## src/assert_macros.svh

```systemverilog
// assertion helpers, clocked on aclk and held off during reset
`ifndef ASSERT_MACROS_SVH
`define ASSERT_MACROS_SVH

// same-cycle implication
`define ASSERT_IMP(lbl, ante, cons) \
    lbl: assert property (@(posedge aclk) disable iff (!aresetn) (ante) |-> (cons)) \
        else $error("assertion failed");

// next-cycle implication
`define ASSERT_NXT(lbl, ante, cons) \
    lbl: assert property (@(posedge aclk) disable iff (!aresetn) (ante) |=> (cons)) \
        else $error("assertion failed");

`endif

```

## src/wavp_pkg.sv

```systemverilog
`default_nettype none
package wavp_pkg;

    localparam int MAX_CHANNELS   = 8;
    localparam int MIN_FILE_BYTES = 44;
    localparam int CNT_W          = $clog2(MIN_FILE_BYTES + 1);
    localparam int SUM_W          = 19;

    localparam logic [31:0] TAG_FMT  = 32'h666D_7420;
    localparam logic [31:0] TAG_DATA = 32'h6461_7461;
    localparam logic [31:0] RIFF_TAG = 32'h5249_4646;
    localparam logic [31:0] WAVE_TAG = 32'h5741_5645;
    localparam logic [4:0]  FMT_FIELD_BYTES = 5'd16;

    localparam logic [2:0] ST_OK        = 3'd0;
    localparam logic [2:0] ST_SHORT     = 3'd1;
    localparam logic [2:0] ST_BAD_MAGIC = 3'd2;
    localparam logic [2:0] ST_UNSUPP    = 3'd3;
    localparam logic [2:0] ST_TOO_MANY  = 3'd4;

    localparam int FIFO_DEPTH = 4;
    localparam int PTR_W      = $clog2(FIFO_DEPTH);
    localparam int LVL_W      = $clog2(FIFO_DEPTH + 1);

    typedef enum logic [2:0] {
        PH_RIFF = 3'd0,
        PH_CHDR = 3'd1,
        PH_FMT  = 3'd2,
        PH_SKIP = 3'd3,
        PH_PAD  = 3'd4,
        PH_DATA = 3'd5,
        PH_DONE = 3'd6
    } phase_t;

    typedef struct packed {
        logic                    kind;
        logic signed [SUM_W-1:0] mono_sum;
        logic [15:0]             channel_count;
        logic [31:0]             source_rate;
        logic [2:0]              status;
        logic                    last;
    } result_t;

    typedef struct packed {
        logic    frame_v;
        logic    status_v;
        result_t frame;
        result_t stat;
    } push_t;

    typedef struct packed {
        logic [LVL_W-1:0] level;
    } fifo_stat_t;

endpackage
`default_nettype wire

```

## src/wav_pcm16_stream_parser.sv

```systemverilog
// a result item is written into the output queue as the byte that completes it is taken
// throughput: one file byte per cycle while s_ready is high; a byte that closes both a frame
// and the file yields two items; the four-entry output queue drains one item a cycle while
// m_ready is high and holds s_ready low when fewer than two slots are free
// reset: synchronous on aresetn low, clears parser state and empties the queue
`default_nettype none
`include "assert_macros.svh"
module wav_pcm16_stream_parser (
    input  wire logic               aclk,
    input  wire logic               aresetn,
    // byte input
    input  wire logic               s_valid,
    output logic                    s_ready,
    input  wire logic [7:0]         s_file_byte,
    input  wire logic               s_end_of_file,
    // result output
    output logic                    m_valid,
    input  wire logic               m_ready,
    output logic                    m_kind,
    output logic signed [18:0]      m_mono_sum,
    output logic [15:0]             m_channel_count,
    output logic [31:0]             m_source_rate,
    output logic [2:0]              m_status,
    output logic                    m_last
);

    logic                  accept;
    wavp_pkg::push_t       push;
    wavp_pkg::result_t     out_item;
    wavp_pkg::fifo_stat_t  fifo_stat;

    // a byte is taken whenever it is valid and the queue can absorb its worst case
    assign accept = s_valid && s_ready;

    // chunk walker, fmt field capture and frame summing
    wavp_parser u_parser (
        .aclk        (aclk),
        .aresetn     (aresetn),
        .accept      (accept),
        .file_byte   (s_file_byte),
        .end_of_file (s_end_of_file),
        .push        (push)
    );

    // result queue, parts the byte side from the result side
    wavp_out_fifo u_out_fifo (
        .aclk      (aclk),
        .aresetn   (aresetn),
        .push      (push),
        .has_room  (s_ready),
        .out_valid (m_valid),
        .out_ready (m_ready),
        .out_item  (out_item),
        .stat      (fifo_stat)
    );

    assign m_kind          = out_item.kind;
    assign m_mono_sum      = out_item.mono_sum;
    assign m_channel_count = out_item.channel_count;
    assign m_source_rate   = out_item.source_rate;
    assign m_status        = out_item.status;
    assign m_last          = out_item.last;

    // ready only offered with at least two free slots
    `ASSERT_IMP(a_room_when_ready, s_ready,
        fifo_stat.level <= wavp_pkg::LVL_W'(wavp_pkg::FIFO_DEPTH - 2))
    // the closing byte always leaves its status item queued
    `ASSERT_NXT(a_status_queued, accept && s_end_of_file, m_valid)
    // output valid follows the queue level
    `ASSERT_IMP(a_empty_no_valid, fifo_stat.level == '0, !m_valid)
    // a frame item never carries a status code or the last flag
    `ASSERT_IMP(a_frame_clean, m_valid && !m_kind,
        !m_last && (m_status == wavp_pkg::ST_OK))

endmodule
`default_nettype wire

```

## src/wavp_parser.sv

```systemverilog
`default_nettype none
module wavp_parser (
    input  wire logic           aclk,
    input  wire logic           aresetn,
    input  wire logic           accept,
    input  wire logic [7:0]     file_byte,
    input  wire logic           end_of_file,
    output wavp_pkg::push_t     push
);

    wavp_pkg::phase_t            phase_reg, phase_next;
    logic [wavp_pkg::CNT_W-1:0]  cnt_reg, cnt_next;
    logic [31:0]                 tag_reg, tag_next;
    logic [31:0]                 rem_reg, rem_next;
    logic [4:0]                  hp_reg, hp_next;
    logic                        magic_reg, magic_next;
    logic [15:0]                 fmt_reg, fmt_next;
    logic [15:0]                 ch_reg, ch_next;
    logic [31:0]                 rate_reg, rate_next;
    logic [15:0]                 bits_reg, bits_next;
    logic                        data_reg, data_next;
    logic [7:0]                  low_reg, low_next;
    logic [15:0]                 ci_reg, ci_next;
    logic [wavp_pkg::SUM_W-1:0]  acc_reg, acc_next;
    logic                        pad_reg, pad_next;

    logic                        frame_v;
    logic [wavp_pkg::SUM_W-1:0]  frame_sum;
    logic [2:0]                  status_code;
    logic                        allowed;

    assign allowed = magic_reg && (fmt_reg == 16'd1) && (bits_reg == 16'd16)
                     && (ch_reg != 16'd0)
                     && (ch_reg <= 16'(wavp_pkg::MAX_CHANNELS));

    always_comb begin
        logic [31:0] rem_or;
        logic [31:0] rem_dec;
        logic [15:0] raw;
        logic [15:0] ci1;
        logic [wavp_pkg::SUM_W-1:0] acc1;

        phase_next = phase_reg;
        tag_next   = tag_reg;
        rem_next   = rem_reg;
        hp_next    = hp_reg;
        magic_next = magic_reg;
        fmt_next   = fmt_reg;
        ch_next    = ch_reg;
        rate_next  = rate_reg;
        bits_next  = bits_reg;
        data_next  = data_reg;
        low_next   = low_reg;
        ci_next    = ci_reg;
        acc_next   = acc_reg;
        pad_next   = pad_reg;
        frame_v    = 1'b0;
        frame_sum  = '0;

        cnt_next = (cnt_reg == wavp_pkg::CNT_W'(wavp_pkg::MIN_FILE_BYTES))
                   ? cnt_reg : cnt_reg + 1'b1;

        rem_or  = rem_reg | ({24'd0, file_byte} << {hp_reg[1:0], 3'b000});
        rem_dec = rem_reg - 32'd1;
        raw     = {file_byte, low_reg};
        acc1    = acc_reg + {{(wavp_pkg::SUM_W-16){raw[15]}}, raw};
        ci1     = ci_reg + 16'd1;

        unique case (phase_reg) inside
            wavp_pkg::PH_RIFF: begin
                if (hp_reg < 5'd4) begin
                    if (file_byte != wavp_pkg::RIFF_TAG[8*(3-hp_reg[1:0]) +: 8])
                        magic_next = 1'b0;
                end else if (hp_reg >= 5'd8) begin
                    if (file_byte != wavp_pkg::WAVE_TAG[8*(3-hp_reg[1:0]) +: 8])
                        magic_next = 1'b0;
                end
                if (hp_reg >= 5'd11) begin
                    phase_next = wavp_pkg::PH_CHDR;
                    hp_next    = 5'd0;
                end else begin
                    hp_next = hp_reg + 5'd1;
                end
            end
            wavp_pkg::PH_CHDR: begin
                if (hp_reg < 5'd4) begin
                    tag_next = {tag_reg[23:0], file_byte};
                    if (hp_reg == 5'd0) rem_next = '0;
                    hp_next = hp_reg + 5'd1;
                end else begin
                    rem_next = rem_or;
                    if (hp_reg < 5'd7) begin
                        hp_next = hp_reg + 5'd1;
                    end else begin
                        hp_next  = 5'd0;
                        pad_next = rem_or[0];
                        if (tag_reg == wavp_pkg::TAG_DATA) begin
                            data_next  = 1'b1;
                            ci_next    = '0;
                            acc_next   = '0;
                            low_next   = '0;
                            phase_next = (rem_or == '0) ? wavp_pkg::PH_DONE
                                                        : wavp_pkg::PH_DATA;
                        end else if (tag_reg == wavp_pkg::TAG_FMT) begin
                            fmt_next   = '0;
                            ch_next    = '0;
                            rate_next  = '0;
                            bits_next  = '0;
                            phase_next = (rem_or == '0) ? wavp_pkg::PH_CHDR
                                                        : wavp_pkg::PH_FMT;
                        end else begin
                            phase_next = (rem_or == '0) ? wavp_pkg::PH_CHDR
                                                        : wavp_pkg::PH_SKIP;
                        end
                    end
                end
            end
            wavp_pkg::PH_FMT, wavp_pkg::PH_SKIP: begin
                if (phase_reg == wavp_pkg::PH_FMT && hp_reg < wavp_pkg::FMT_FIELD_BYTES) begin
                    case (hp_reg[3:0])
                        4'd0:  fmt_next[7:0]    = file_byte;
                        4'd1:  fmt_next[15:8]   = file_byte;
                        4'd2:  ch_next[7:0]     = file_byte;
                        4'd3:  ch_next[15:8]    = file_byte;
                        4'd4:  rate_next[7:0]   = file_byte;
                        4'd5:  rate_next[15:8]  = file_byte;
                        4'd6:  rate_next[23:16] = file_byte;
                        4'd7:  rate_next[31:24] = file_byte;
                        4'd14: bits_next[7:0]   = file_byte;
                        4'd15: bits_next[15:8]  = file_byte;
                        default: ;
                    endcase
                    hp_next = hp_reg + 5'd1;
                end
                rem_next = rem_dec;
                if (rem_dec == '0) begin
                    if (pad_reg) begin
                        phase_next = wavp_pkg::PH_PAD;
                    end else begin
                        phase_next = wavp_pkg::PH_CHDR;
                        hp_next    = 5'd0;
                    end
                end
            end
            wavp_pkg::PH_PAD: begin
                pad_next   = 1'b0;
                phase_next = wavp_pkg::PH_CHDR;
                hp_next    = 5'd0;
            end
            wavp_pkg::PH_DATA: begin
                if (!hp_reg[0]) begin
                    low_next = file_byte;
                end else if (ci1 >= ch_reg) begin
                    frame_v   = allowed;
                    frame_sum = acc1;
                    ci_next   = '0;
                    acc_next  = '0;
                end else begin
                    ci_next  = ci1;
                    acc_next = acc1;
                end
                hp_next  = {4'd0, ~hp_reg[0]};
                rem_next = rem_dec;
                if (rem_dec == '0) phase_next = wavp_pkg::PH_DONE;
            end
            default: ;
        endcase
    end

    // status from the updated state, as the byte that ends the file sees it
    always_comb begin
        if (cnt_next < wavp_pkg::CNT_W'(wavp_pkg::MIN_FILE_BYTES))
            status_code = wavp_pkg::ST_SHORT;
        else if (!magic_next)
            status_code = wavp_pkg::ST_BAD_MAGIC;
        else if (fmt_next != 16'd1 || bits_next != 16'd16 || !data_next || ch_next == 16'd0)
            status_code = wavp_pkg::ST_UNSUPP;
        else if (ch_next > 16'(wavp_pkg::MAX_CHANNELS))
            status_code = wavp_pkg::ST_TOO_MANY;
        else
            status_code = wavp_pkg::ST_OK;
    end

    always_comb begin
        push.frame_v              = accept && frame_v;
        push.status_v             = accept && end_of_file;
        push.frame.kind           = 1'b0;
        push.frame.mono_sum       = frame_sum;
        push.frame.channel_count  = ch_next;
        push.frame.source_rate    = rate_next;
        push.frame.status         = wavp_pkg::ST_OK;
        push.frame.last           = 1'b0;
        push.stat.kind            = 1'b1;
        push.stat.mono_sum        = '0;
        push.stat.channel_count   = ch_next;
        push.stat.source_rate     = rate_next;
        push.stat.status          = status_code;
        push.stat.last            = 1'b1;
    end

    always_ff @(posedge aclk) begin
        if (!aresetn || (accept && end_of_file)) begin
            phase_reg <= wavp_pkg::PH_RIFF;
            cnt_reg   <= '0;
            tag_reg   <= '0;
            rem_reg   <= '0;
            hp_reg    <= '0;
            magic_reg <= 1'b1;
            fmt_reg   <= '0;
            ch_reg    <= '0;
            rate_reg  <= '0;
            bits_reg  <= '0;
            data_reg  <= 1'b0;
            low_reg   <= '0;
            ci_reg    <= '0;
            acc_reg   <= '0;
            pad_reg   <= 1'b0;
        end else if (accept) begin
            phase_reg <= phase_next;
            cnt_reg   <= cnt_next;
            tag_reg   <= tag_next;
            rem_reg   <= rem_next;
            hp_reg    <= hp_next;
            magic_reg <= magic_next;
            fmt_reg   <= fmt_next;
            ch_reg    <= ch_next;
            rate_reg  <= rate_next;
            bits_reg  <= bits_next;
            data_reg  <= data_next;
            low_reg   <= low_next;
            ci_reg    <= ci_next;
            acc_reg   <= acc_next;
            pad_reg   <= pad_next;
        end
    end

endmodule
`default_nettype wire

```

## src/wavp_out_fifo.sv

```systemverilog
`default_nettype none
module wavp_out_fifo (
    input  wire logic                 aclk,
    input  wire logic                 aresetn,
    input  wire wavp_pkg::push_t      push,
    output logic                      has_room,
    output logic                      out_valid,
    input  wire logic                 out_ready,
    output wavp_pkg::result_t         out_item,
    output wavp_pkg::fifo_stat_t      stat
);

    wavp_pkg::result_t                mem [wavp_pkg::FIFO_DEPTH];
    logic [wavp_pkg::PTR_W-1:0]       wr_reg, wr_next, rd_reg, rd_next;
    logic [wavp_pkg::LVL_W-1:0]       level_reg, level_next;
    logic [wavp_pkg::PTR_W-1:0]       status_addr;
    logic                             pop;

    assign out_valid  = (level_reg != '0);
    assign out_item   = mem[rd_reg];
    assign pop        = out_valid && out_ready;
    // room for two items so a byte never has to wait on the output side mid-way
    assign has_room   = (level_reg <= wavp_pkg::LVL_W'(wavp_pkg::FIFO_DEPTH - 2));
    assign stat.level = level_reg;

    assign status_addr = wr_reg + wavp_pkg::PTR_W'(push.frame_v);
    assign wr_next     = wr_reg + wavp_pkg::PTR_W'(push.frame_v)
                                + wavp_pkg::PTR_W'(push.status_v);
    assign rd_next     = rd_reg + wavp_pkg::PTR_W'(pop);
    assign level_next  = level_reg + wavp_pkg::LVL_W'(push.frame_v)
                                   + wavp_pkg::LVL_W'(push.status_v)
                                   - wavp_pkg::LVL_W'(pop);

    always_ff @(posedge aclk) begin
        if (push.frame_v) mem[wr_reg] <= push.frame;
        if (push.status_v) mem[status_addr] <= push.stat;
    end

    always_ff @(posedge aclk) begin
        if (!aresetn) begin
            wr_reg    <= '0;
            rd_reg    <= '0;
            level_reg <= '0;
        end else begin
            wr_reg    <= wr_next;
            rd_reg    <= rd_next;
            level_reg <= level_next;
        end
    end

endmodule
`default_nettype wire
```

## config.mk

```make
export PLATFORM = sky130hd
export DESIGN_NAME = wav_pcm16_stream_parser
export DESIGN_NICKNAME = d
export VERILOG_FILES = /design/src/wavp_pkg.sv /design/src/wav_pcm16_stream_parser.sv /design/src/wavp_parser.sv /design/src/wavp_out_fifo.sv
export VERILOG_INCLUDE_DIRS = /design/src /design/src/src
export SDC_FILE = /design/constraint.sdc
export NUM_CORES = 1
export LEC_CHECK = 0
export ABC_AREA = 0
export ABC_CLOCK_PERIOD_IN_PS = 10900
export BUFFER_PORTS_ARGS = -buffer_cell sky130_fd_sc_hd__buf_2
export CAP_MARGIN = 15
export CORE_MARGIN = 2
export CORE_UTILIZATION = 45
export CTS_CLUSTER_DIAMETER = 150
export DETAILED_ROUTE_END_ITERATION = 10
export PLACE_DENSITY_LB_ADDON = 0.08
export SLEW_MARGIN = 40
export SYNTH_ARGS = -nofsm -noshare
export SYNTH_HDL_FRONTEND = slang
export SYNTH_SLANG_ARGS = --single-unit
```

## constraint.sdc

```tcl
create_clock -name aclk -period 10.9 [get_ports aclk]
set_input_delay 2.18 -clock aclk [delete_from_list [all_inputs] [get_ports aclk]]
set_output_delay 2.18 -clock aclk [all_outputs]
set_load 0.03 [all_outputs]
```

Word level (Yosys, flattened, before mapping)
Memories as Yosys holds them, arrays and structs flattened. A register that Yosys moved wholly into a read port is not among the register bits.
Cells that the tools add are included.
{ "word_totals": {"ff_bits": 211, "latchBits": 0, "ram_bits": 288, "romBits": 0, "inputBits": 13, "out_inout_bits": 74, "word_cells": 215, "memories": 1} }
{ "mem_list": {"columns": ["memory", "words", "word_bits", "rd", "rd_ports_with_merged_regs", "wr", "line_no", "rtl"], "rows": [
  ["u_out_fifo.mem", 4, 72, 1, 1, 2, "wavp_out_fifo.sv:13", "wavp_pkg::result_t mem [wavp_pkg::FIFO_DEPTH];"]
]} }
{ "op_classes": {"addsub": 12, "multipliers": 0, "n_div": 0, "order_cmp": 10, "eq_ne": 32, "n_shift": 3, "n_mux": 101, "bitwise_logic": 2, "n_reduce_logical": 36} }
{ "op_table": {"columns": ["op", "n"], "rows": [
  ["2-to-1 mux 16 bit", 20],
  ["2-to-1 mux 32 bit", 7],
  ["2-to-1 mux 19 bit", 8],
  ["one-hot mux 16 bit (2 select lines)", 4],
  ["one-hot mux 32 bit (2 select lines)", 2],
  ["2-to-1 mux 8 bit", 14],
  ["variable part select 32 x 33 -> 8 bit, first input constant", 2],
  ["== test 32 x 31 -> 1 bit, second input constant", 2],
  ["logical NOT 32 bit", 2],
  ["one-hot mux 19 bit (2 select lines)", 1],
  ["2-to-1 mux 3 bit", 12],
  ["bitwise OR 32 bit", 1],
  ["<< shifter 8 x 5 -> 32 bit", 1],
  ["subtractor 32 x 1 -> 32 bit, second input constant", 1],
  ["2-to-1 mux 5 bit", 6],
  ["one-hot mux 5 bit (5 select lines)", 1],
  ["adder 19 bit", 1],
  ["2-to-1 mux 1 bit", 18],
  ["adder 16 x 1 -> 16 bit, second input constant", 1],
  ["== test 16 x 1 -> 1 bit, second input constant", 1],
  ["== test 16 x 5 -> 1 bit, second input constant", 1],
  ["== test 4 x 3 -> 1 bit, second input constant", 4],
  ["greater-or-equal comparator 16 bit", 1],
  ["> comparator 16 x 4 -> 1 bit, second input constant", 1],
  ["49 further kinds", 84]
]} }

Depth between registers and ports, before layout
{ "logic_depth": {"ltp_word": 13, "mapped_depth": 22} }

Hierarchy
A second synthesis with hierarchy kept.
{ "unflattened": {"cells_unflattened": 2521, "hier_area_um2": 27581.5} }
{ "by_module_without_submodules": {"columns": ["mod", "instances", "cells_each", "area_per_inst_um2", "seq_area_each_um2"], "rows": [
  ["wavp_out_fifo", 1, 739, 14272.4, 8788.4],
  ["wavp_parser", 1, 1781, 13302.8, 4083.9],
  ["wav_pcm16_stream_parser", 1, 1, 6.3, 0.0]
]} }

Worst setup path after synthesis
No wires, ideal clock.
{ "synth_timing": {"path_kind": "reg2reg", "from": "register u_parser.ci_reg[0]", "to": "memory u_out_fifo.mem[2][10] (netlist name) (enable)", "setup_time_ps": 405, "t_arrival_ps": 5619, "t_required_ps": 10495, "path_slack_ps": 4876, "stages_incl_launch_ff": 23, "path_buffers": 3, "path_cell_list": "dfxtp_1 ha_1 and3_1 and3_1 and3_1 and3_1 clkbuf_1 nand3_1 xnor2_1 ha_1 and4_1 and2_1 a221o_1 a21o_1 a22o_1 and3_1 ha_1 xnor2_1 nor3_1 nor2_1 clkbuf_1 clkbuf_1 inv_1"} }
{ "synth_rtl": {"columns": ["element", "line_no", "rtl"], "rows": [
  ["start, declared", "wavp_parser.sv:23", "logic [15:0] ci_reg, ci_next;"],
  ["start signal, assigned", "wavp_parser.sv:231", "ci_reg <= ci_next;"],
  ["end, declared", "wavp_out_fifo.sv:13", null]
]} }

==> impl_results.md <==
- Status: finished, final reports clean
- Worst Setup Path Type: reg2reg
- Register Area: 0.0120 mm²
- Crit path launch type: flip-flop
- Reg-to-reg endpoint: u_out_fifo.mem[3][5]
- Leading post-synthesis cells by cell area: edfxtp_1 25%, dfxtp_1 24%, nor2_1 7.0%
- # rows: 85
- Final net count: 2,671
- Post-Route WL: 71,400 µm
- Count of different cell masters after synthesis: 78
- Dpl hpwl: 46,000 µm
- Clock sink count: 495
- # DRC: 0
- Fin crit period: 6840 ps
- Worst Hold End: u_out_fifo.mem[2][64]
- Syn_nets: 2,684
- Period utilization: 62.7%
- Post-synthesis sequential area ratio: 48.6%
- DRT antenna net count: 0
- Number of global-route vias before repair: 19.4k
- Vias/cell: 6.01
- Number of post-CTS setup repair buffers: 0
- Top-count cell post-synth: nor2_1
- Clock skew: 26.5 ps
- 1st-pass router iterations: 6
- CTS Hold Bufs: 0
- Max Transition Viols Final: 0
- Fmax: 146 MHz
- Max Root-Sink Buffers: 3
- Max reg flops: 284
- CP Capture Type: flip-flop
- CP arrival: 7180 ps
- Synth Warn #: 0
- Clock root buffer: clkbuf_16
- Total grt overflow: 0
- Initial DRC Count: 1,696
- DR vias: 20.1k
- First-pass GRT wire length: 112,000 µm
- Hold Path Cell Cnt: 2
- Synth top area share: 24.9%
- CP Data Required Time: 11,240 ps
- Placer Congestion: 0.876
- R2R Setup Slk: 4060 ps
- Async S/R FF share, synth: 0%
- Fin Setup TNS: 0 ps
- Reg2Reg Depth: 22
- Pin count of the biggest net entering global routing: 78
- Ant diodes: 0
- Die area: 0.0565 mm²
- H-tree Lvls: 2
- Area of the core: 0.0539 mm²
- Max-cap violations: 0
- Hold path start: u_out_fifo.mem[2][64]
- Area of the multi-input gates: 0.0118 mm²
- Total CTS buffers: 55
- Hold Vio Cnt, Final: 0
- CP Max Fanout: 49
- Final setup violating endpoints: 0
- Reg with most FFs: u_out_fifo.mem
- Final Total Pwr: 0.00515 W
- Tightest Hold Check Type: reg2reg
- Mapped cell area: 0.0246 mm²
- Origin of the critical flop-to-flop path: u_parser.ci_reg[0]
- Initial antenna violation count: 0
- Fillers: 5,021
- Slew @ Worst Pin: 865 ps
- Cell taking the most area after synthesis: edfxtp_1
- Clk_lat worst skew: 630 ps
- Mean Syn Cell Area: 9.38 µm²
- Max rail drop VDD: 0.153 mV
- WL/cell: 21.3 µm
- Worst-path clk slew: 60 ps
- Top post-synthesis cells by count: 459 x nor2_1, 291 x dfxtp_1, 280 x nand2_1
- Synth-to-Final Area Change: 11.7%
- Relative slew slack: 41.8%
- Global-route usage over all layers: 25.0%
- PwrDens: 188 mW/mm²
- CTS tree: done
- Leak: 9.68 nW
- Post-synth EDFFs: 204
- Cells after Synth: 2,619
- RSZ-0062 raised after global routing: false
- Starting Density: 45.6%
- Most used DFF post-synth: dfxtp_1
- Synthesized flop and latch total: 495
- Die Width: 238 µm
- Post-cts resize count: 0
- Height of the die: 238 µm
- Share of layout cells above drive strength 1: 12.6%
- Total I/O pin count: 87
- # port buffers: 86
## final cells by class
cell class | count | area share, %
inverters | 48 | 0.657
well taps | 696 | 3.17
repair buffers | 132 | 2.87
clock buffers | 70 | 5.44
flip-flops and latches | 495 | 43.6
clock inverters | 33 | 1.38
multi-input cells | 1874 | 42.9
## power breakdown
group | switching, W | internal [W] | total [W] | leakage, nW
sequential | 0.0000785 | 0.00202 | 0.00210 | 4.43
clock | 0.000785 | 0.00114 | 0.00192 | 0.919
combinational | 0.000756 | 0.000371 | 0.00113 | 4.33
## per-layer routing
layer	vias up	share of wire, %	track usage (%)
met3	130	6.4	4.13
li1	9510	-	-
met1	9835	45	35.4
met5	-	0	0
met4	0	2.4	7.17
met2	652	46	39.7
## how the worst max path moves through the flow
stage	start	slack [ps]	to	cells after the start
after floorplan	u_parser.ci_reg[0]	4880	u_out_fifo.mem[2][10]	22
after global placement	u_parser.ci_reg[0]	4310	u_out_fifo.mem[3][48]	22
after detailed placement	u_parser.ci_reg[0]	4110	u_out_fifo.mem[3][1]	22
after CTS	u_parser.ci_reg[0]	4100	u_out_fifo.mem[3][41]	22
after global routing	u_parser.ci_reg[0]	3630	u_out_fifo.mem[3][5]	22
final	u_parser.ci_reg[0]	4060	u_out_fifo.mem[3][5]	22
## worst max-delay path: stages (launching register included)
cell,delay (ps)
dfxtp_1,410
ha_1,260
and3_1,250
and3_1,250
and3_1,250
and3_1,280
nand3_1,120
xnor2_1,220
ha_1,260
and4_1,220
and2_1,170
a221o_1,320
a21o_1,170
a22o_1,430
and3_1,350
ha_1,280
xnor2_1,410
nor2_1,100
buf_4,230
nor2_4,130
buf_4,520
inv_2,450
buf_4,390
## logic make-up after synthesis
family | after synthesis | share of synthesized area [%]
buffers and inverters | 250 | 3.96
adders and majority gates | 52 | 2.74
xor gates and xnor gates | 47 | 1.73
muxes | 81 | 6.91
and+or+nand+nor | 1082 | 20.0
DFF | 495 | 48.6
AOI/OAI and AO/OA | 612 | 16.0
## cell usage in the layout, fill, tap and decap left out, types with 26 or more instances in the layout
| master | synthesis | layout |
|---|---|---|
| a211oi_1 | 65 | 65 |
| a21o_1 | 26 | 26 |
| a21oi_1 | 233 | 233 |
| a22oi_1 | 87 | 87 |
| buf_2 | 1 | 86 |
| buf_4 | 1 | 43 |
| clkbuf_16 | 0 | 55 |
| dfxtp_1 | 291 | 289 |
| edfxtp_1 | 204 | 204 |
| ha_1 | 49 | 49 |
| inv_1 | 48 | 44 |
| mux4_2 | 71 | 71 |
| nand2_1 | 280 | 279 |
| nand3_1 | 55 | 54 |
| nor2_1 | 459 | 453 |
| nor3_1 | 79 | 73 |
| nor4_1 | 28 | 27 |
| o21ai_0 | 63 | 63 |
## stage by stage
stage                     utilization, %  setup slack, ps  cells  hold WS (ps)  area (µm²)
after floorplan                        -             4880   2619           418       24600
after global placement              47.4             4310   3245           431       25500
after detailed placement            47.4             4110   3245           440       25600
after CTS                           50.9             4100   3348           448       27400
after global routing                50.9             3630   3348           459       27400
final                               50.9             4060   3348           444       27400
No activity file was read; power rests on OpenSTA's default activity.
